<file path="config.mk">
export PLATFORM = sky130hd
export DESIGN_NAME = nmsc_parse
export DESIGN_NICKNAME = d
export VERILOG_FILES = /design/src/sv/nmsc_pkg.sv /design/src/sv/nmsc_parse.sv
export SDC_FILE = /design/constraint.sdc
export NUM_CORES = 1
export LEC_CHECK = 0
export BUFFER_PORTS_ARGS = -buffer_cell sky130_fd_sc_hd__buf_2
export CAP_MARGIN = 10
export CORE_UTILIZATION = 40
export DETAILED_ROUTE_END_ITERATION = 10
export PLACE_DENSITY_LB_ADDON = 0.1
export SLEW_MARGIN = 20
export SYNTH_ARGS = -nofsm -noshare
export SYNTH_HDL_FRONTEND = slang
export SYNTH_SLANG_ARGS = --single-unit
</file>
<file path="constraint.sdc">
create_clock -name clock -period 9 [get_ports clock]
set_input_delay 2.25 -clock clock [delete_from_list [all_inputs] [get_ports clock]]
set_output_delay 2.25 -clock clock [all_outputs]
set_load 0.005 [all_outputs]
</file>
<file path="src/sv/nmsc_pkg.sv">
// ----------------------------------------------------------------------------
// NMEA sentence checker package
// Shared types, character codes, status codes and the hex digit decoder.
// ----------------------------------------------------------------------------
package nmsc_pkg;

   localparam logic [7:0]  CHAR_DOLLAR = 8'h24;
   localparam logic [7:0]  CHAR_STAR   = 8'h2A;

   localparam logic [39:0] TAG_RESET   = 40'h4750474741;
   localparam logic [15:0] IDLE_RESET  = 16'd200;
   localparam logic [15:0] IDLE_MAX    = 16'hFFFF;

   localparam logic        FUNC_BYTE   = 1'b0;
   localparam logic        FUNC_IDLE   = 1'b1;

   localparam logic        CSR_TAG     = 1'b0;
   localparam logic        CSR_IDLE    = 1'b1;

   localparam logic [2:0]  ST_MATCH    = 3'd0;
   localparam logic [2:0]  ST_OTHER    = 3'd1;
   localparam logic [2:0]  ST_MISMATCH = 3'd2;
   localparam logic [2:0]  ST_BADHEX   = 3'd3;
   localparam logic [2:0]  ST_LONG     = 3'd4;
   localparam logic [2:0]  ST_TIMEOUT  = 3'd5;

   typedef enum logic [3:0] {
      PH_HUNT = 4'b0001,
      PH_BODY = 4'b0010,
      PH_HEX1 = 4'b0100,
      PH_HEX2 = 4'b1000
   } phase_type;

   typedef struct packed {
      logic       vld;
      logic [2:0] status;
      logic [7:0] len;
      logic [7:0] csum;
   } result_type;

   // bit 4 set: not a hex digit
   function automatic logic [4:0] hex_decode(input logic [7:0] c);
      logic [4:0] r;
      r = 5'h10;
      if (c >= 8'h30 && c <= 8'h39) begin
         r = {1'b0, c[3:0]};
      end else if ((c >= 8'h41 && c <= 8'h46) || (c >= 8'h61 && c <= 8'h66)) begin
         r = {1'b0, c[3:0] + 4'd9};
      end
      return r;
   endfunction

endpackage

</file>
<file path="src/sv/nmsc_parse.sv">
// ----------------------------------------------------------------------------
// NMEA sentence parser
// Per-beat update: hunt, body XOR, two checksum digits, length and idle limits.
// ----------------------------------------------------------------------------
module nmsc_parse
   import nmsc_pkg::*;
#(
   parameter int MAX_LEN = 128
) (
   input  logic        clock,
   input  logic        reset,
   input  logic        item_vld,
   input  logic        item_func,
   input  logic [7:0]  item_data,
   input  logic [39:0] tag,
   input  logic [15:0] idle_limit,
   output result_type  res
);

   localparam int CntW = $clog2(MAX_LEN + 1);
   localparam int LenW = (CntW > 8) ? CntW : 8;

   phase_type        phase_ff, phase_in;
   logic [7:0]       xor_ff, xor_in;
   logic [CntW-1:0]  cnt_ff, cnt_in;
   logic [3:0]       nib_ff, nib_in;
   logic             bad_ff, bad_in;
   logic             match_ff, match_in;
   logic [15:0]      idle_ff, idle_in;

   logic [4:0]       hex;
   logic [2:0]       tsel;
   logic [7:0]       tag_byte;
   logic [LenW-1:0]  len_wide;
   logic [CntW-1:0]  cnt_inc;

   always_comb begin
      hex  = hex_decode(item_data);
      tsel = 3'd5 - cnt_ff[2:0];
      case (tsel)
         3'd0:    tag_byte = tag[7:0];
         3'd1:    tag_byte = tag[15:8];
         3'd2:    tag_byte = tag[23:16];
         3'd3:    tag_byte = tag[31:24];
         3'd4:    tag_byte = tag[39:32];
         default: tag_byte = 8'h00;
      endcase
      cnt_inc = cnt_ff + CntW'(1);
   end

   always_comb begin
      phase_in = phase_ff;
      xor_in   = xor_ff;
      cnt_in   = cnt_ff;
      nib_in   = nib_ff;
      bad_in   = bad_ff;
      match_in = match_ff;
      idle_in  = idle_ff;
      res.vld    = 1'b0;
      res.status = ST_MATCH;
      len_wide   = LenW'(cnt_ff);

      if (item_vld) begin
         if (item_func == FUNC_IDLE) begin
            if (idle_ff != IDLE_MAX) begin
               idle_in = idle_ff + 16'd1;
            end
            if (phase_ff != PH_HUNT && idle_in > idle_limit) begin
               res.vld    = 1'b1;
               res.status = ST_TIMEOUT;
            end
         end else begin
            idle_in = '0;
            if (phase_ff == PH_HUNT) begin
               if (item_data == CHAR_DOLLAR) begin
                  phase_in = PH_BODY;
                  cnt_in   = CntW'(1);
               end
            end else if (cnt_ff >= CntW'(MAX_LEN)) begin
               res.vld    = 1'b1;
               res.status = ST_LONG;
            end else begin
               cnt_in = cnt_inc;
               if (cnt_ff <= CntW'(5) && tag_byte != item_data) begin
                  match_in = 1'b0;
               end
               case (phase_ff)
                  PH_BODY: begin
                     if (item_data == CHAR_STAR) begin
                        phase_in = PH_HEX1;
                     end else begin
                        xor_in = xor_ff ^ item_data;
                     end
                  end
                  PH_HEX1: begin
                     if (hex[4]) begin
                        bad_in = 1'b1;
                     end else begin
                        nib_in = hex[3:0];
                     end
                     phase_in = PH_HEX2;
                  end
                  default: begin
                     len_wide = LenW'(cnt_inc);
                     res.vld  = 1'b1;
                     if (cnt_inc < CntW'(6)) begin
                        match_in = 1'b0;
                     end
                     if (bad_ff || hex[4]) begin
                        res.status = ST_BADHEX;
                     end else if ({nib_ff, hex[3:0]} != xor_ff) begin
                        res.status = ST_MISMATCH;
                     end else begin
                        res.status = match_in ? ST_MATCH : ST_OTHER;
                     end
                  end
               endcase
            end
         end

         if (res.vld) begin
            phase_in = PH_HUNT;
            xor_in   = '0;
            cnt_in   = '0;
            nib_in   = '0;
            bad_in   = 1'b0;
            match_in = 1'b1;
         end
      end

      res.len  = (len_wide > LenW'(255)) ? 8'hFF : len_wide[7:0];
      res.csum = xor_ff;
   end

   always_ff @(posedge clock) begin
      if (reset) begin
         phase_ff <= PH_HUNT;
         xor_ff   <= '0;
         cnt_ff   <= '0;
         nib_ff   <= '0;
         bad_ff   <= 1'b0;
         match_ff <= 1'b1;
         idle_ff  <= '0;
      end else begin
         phase_ff <= phase_in;
         xor_ff   <= xor_in;
         cnt_ff   <= cnt_in;
         nib_ff   <= nib_in;
         bad_ff   <= bad_in;
         match_ff <= match_in;
         idle_ff  <= idle_in;
      end
   end

endmodule

</file>
# Word level (Yosys, flattened, before mapping)
# Cells that the tools add are included.
[op_classes]
add_sub_neg = 4
mul = 0
div_mod_pow = 0
n_lt_le_gt_ge = 11
n_eq_ne = 21
shifts = 0
muxes = 65
bitwise = 1
reduce_logical = 19
[op_table]
columns = ["cell", "n"]
rows = [
  ["$mux W8", 17],
  ["$mux W4", 19],
  ["$mux W16", 4],
  ["$pmux W8 S5", 1],
  ["$reduce_and A6 Y1", 4],
  ["$mux W1", 19],
  ["$add A16 B1 Y16 const B", 1],
  ["$eq A8 B6 Y1 const B", 2],
  ["$ge A8 B7 Y1 const B", 2],
  ["$gt A16 B16 Y1", 1],
  ["$le A8 B7 Y1 const B", 2],
  ["$ne A16 B16 Y1 const B", 1],
  ["$ne A8 B8 Y1", 2],
  ["$mux W5", 2],
  ["$ne A2 B1 Y1 const B", 5],
  ["$add A8 B1 Y8 const B", 1],
  ["$ge A8 B6 Y1 const B", 1],
  ["$ge A8 B8 Y1 const B", 1],
  ["$gt A8 B8 Y1 const B", 1],
  ["$le A8 B3 Y1 const B", 1],
  ["$le A8 B6 Y1 const B", 1],
  ["$lt A8 B3 Y1 const B", 1],
  ["$pmux W4 S2", 1],
  ["$reduce_and A4 Y1", 2],
  ["20 further kinds", 29],
]
[word_totals]
regBits = 42
latch_bits = 0
ram_bits = 0
romBits = 0
inputBits = 68
out_inout_bits = 20
wordCells = 128
mem_count = 0

# Depth between registers and ports, before layout
[depth]
word_depth = 22
mapped_depth = 18
mapped_depth_nobuf = 16

# Worst setup path after synthesis
# OpenSTA, ideal clock, no wires.
[synth_path]
path_type = "input to output"
startpoint = "input port item_data[0]"
endpoint = "output port res[16] (netlist bit)"
arrival_time_ns = 4.253
required_time_ns = 6.750
path_slack_ns = 2.497
cell_stages = 11
path_buffers = 1
path_cell_list = "clkbuf_1 inv_1 ha_1 nor3b_1 a311oi_2 a21oi_1 mux2i_1 xor2_1 nor4_1 o21ai_1 a31oi_1"
[synth_lines]
columns = ["item", "line_no", "source"]
rows = [
  ["start, declared", "nmsc_parse.sv:14", "input logic [7:0] item_data,"],
  ["end, declared", "nmsc_parse.sv:17", "output result_type res"],
]

==> summary.md <==
| Metric | Value |
|---|---|
| Routed vias/inst | `5.43` |
| Syn Inst Count | `roughly 510` |
| Routed wire per std cell | `between 10 and 15 um` |
| Fillcell total | `~1000` |
| Clock slew at the register clock pins of the worst setup and hold paths | `0.09 ns` |
| Worst hold path class | `reg2reg` |
| Most frequent cell after synthesis | `nor2_1` |
| Cell family with most CP delay | `simple AND/OR/NAND/NOR gates` |
| Longest Clk Path Bufs | `2` |
| WP data arrival | `4.68 ns` |
| CTS sink cnt | `42` |
| Yosys warnings | `0` |
| CP dominant cell by count | `buf_2` |
| Antenna viol nets, final | `0` |
| Top_reg_cell synth | `dfxtp_1` |
| Post-Syn Area | `0.00387 mm2` |
| TNS Setup | `0 ns` |
| Worst slew margin | `0.234` |
| Drt first pass iters | `4` |
| Req. time, crit path | `6.75 ns` |
| Cell area after layout | `between 0.004 and 0.005 mm2` |
| DR iter-0 viols | `164` |
| Io pins | `approximately 90` |
| RSZ-0062 raised after global routing | `no` |
| Post-synth net total | `602` |
| Worst setup SP type | `input pin` |
| Slew @ Worst Pin | `1.13 ns` |
| CP max stage cell | `or4b_4` |
| H-tree depth | `2` |
| GRT overflow | `0` |
| IO buf count | `87` |
| Clk_lat worst skew | `~0.3 ns` |
| Pre-CTS worst setup slack | `2.13 ns` |
| DRC viols | `0` |
| Worst path bufs/invs | `2` |
| Final setup fails | `0` |
| Post-layout nets | `665` |
| Area after DPL | `0.00432 mm2` |
| Worst setup EP type | `primary output` |
| Async S/R FF share, synth | `0` |
| Clock Tree Root | `clkbuf_8` |
| DP Wirelength | `7880 um` |
| First-pass GRT wire length | `~17000 um` |
| Status | `finished clean` |
| Final Hold Vio Count | `0` |
| Die H | `100 um` |
| Synth-to-Final Area Change | `14.6%` |
| Die W | `100 um` |
| LEAKAGE | `1.92 nW` |
| Slowest stage delay, CP | `roughly 0.55 ns` |
| Fin crit share | `0.770` |
| DIE AREA | `0.0101 mm2` |
| Clk_skew | `0.00999 ns` |
| CTS tree | `yes` |
| CTS resizes | `0` |
| Share of layout cells above drive strength 1 | `0.196` |
| Synth top cells by count | `nor2_1, dfxtp_1, xnor2_1` |
| Vias in the first global route | `3536` |
| Initial antenna violation count | `0` |
| Final min period | `just under 7 ns` |
| Worst Slack Setup Final | `2.07 ns` |
| Starting Density | `0.416` |
| CP max FO | `8` |
| Post-Syn Area per Cell | `7.64 um2` |
| Max-cap violations | `0` |
| Yosys reg bits | `42` |
| Cell taking the most area after synthesis | `dfxtp_1` |
| Share of the synthesized area in the top cell type | `0.217` |
| # diodes | `0` |
| GRT Overall Usage | `0.207` |
| Final slew viol count | `0` |
| Crit Path Category | `in2out` |
| VDD IR max | `0.0000739 V` |
| Largest net degree at the start of global routing | `32` |
| Power Density | `97.1 mW/mm2` |
| Hold buffer count at cts | `0` |
| Row cnt | `35` |
| Netlist cell types | `67` |
| Post-CTS setup buffers | `0` |
| RePlAce Congestion | `0.832` |
| Sequential-to-total area share from yosys stat | `0.217` |
| EDFF count, synth | `0` |
| Core area | `approximately 0.0093 mm2` |
| Fmax | `144 MHz` |
| Crit path cell chain | `buf_2, or4b_4, a311oi_2, a21oi_1, mux2i_1, xor2_1, nor4_1, o21ai_1, a31oi_1, buf_2` |
| Drt total wl | `10200 um` |
| Routed vias | `between 3000 and 4000` |
| Top post-synthesis cells by area | `dfxtp_1, ha_1, xnor2_1` |
| CTS Buf Count | `5` |
[state kept, by name, summed over array words and instances, names as in the netlist]
signal,cells
bad_ff,1
cnt_ff,8
idle_ff,16
match_ff,1
nib_ff,4
phase_ff,4
xor_ff,8
[metal layers]
layer  global-route usage  vias to the layer above  part of all wire
met2                0.366                       82              0.48
met4               0.0357                        0            0.0076
met3               0.0258                        6             0.031
met5                    0                        -                 0
met1                0.273                     1754              0.48
li1                     -                     1957                 -
[logic make-up after synthesis]
family / share of synthesized area
AOI/OAI and AO/OA: 0.228
and+or+nand+nor: 0.282
DFF: 0.217
adders and majority gates: 0.0932
buffers and inverters: 0.0650
muxes: 0.00550
xor gates and xnor gates: 0.109
[worst paths after layout]
path                 from        end  slack [ns]  cells after the start
min reg2reg     nib_ff[0]  nib_ff[0]        0.50                      1
min             nib_ff[0]  nib_ff[0]        0.50                      1
max reg2reg    idle_ff[2]  nib_ff[1]        4.42                     15
max          item_data[7]    res[16]        2.07                     10
[area by class of cell]
type / instances / area (um2) / share of cell area
clock buffer: 5 / 68.8 / 0.0155
clock inverter: 3 / 40.0 / 0.00904
inverter: 29 / 109 / 0.0246
multi-input combinational: 404 / 2770 / 0.626
sequential: 42 / 841 / 0.190
tap: 129 / 161 / 0.0364
timing repair buffer: 87 / 435 / 0.0983
[report_power, final]
group          switching, mW  leakage [nW]  internal, mW
Sequential           0.00321         0.339         0.187
Combinational         0.0480          1.53        0.0381
Clock                 0.0717        0.0579        0.0819
[placed cells by master, fill, tap and decap left out, types with 8 or more instances in the layout]
master	synthesis	final
xor2_1	10	10
o21ai_0	13	13
nor2_1	59	59
a21oi_1	34	34
a221oi_1	8	8
nand2b_1	9	9
o22ai_1	9	9
nand4_1	8	8
nand2_1	25	25
buf_2	5	87
ha_1	28	28
a22o_1	12	12
inv_1	29	29
nand3_1	26	26
nor3_1	13	13
dfxtp_1	42	42
xnor2_1	38	38
nor3b_1	8	8
[metrics by stage]
stage                     std cells  total power, mW   util  hold WS [ns]
after floorplan                 506            0.251      -         0.463
after global placement          691            0.280  0.465         0.486
after detailed placement        691            0.281  0.465         0.484
after CTS                       699            0.435  0.477         0.507
after global routing            699            0.452  0.477         0.527
final                           699            0.430  0.477         0.499
No activity file was read; power rests on OpenSTA's default activity.
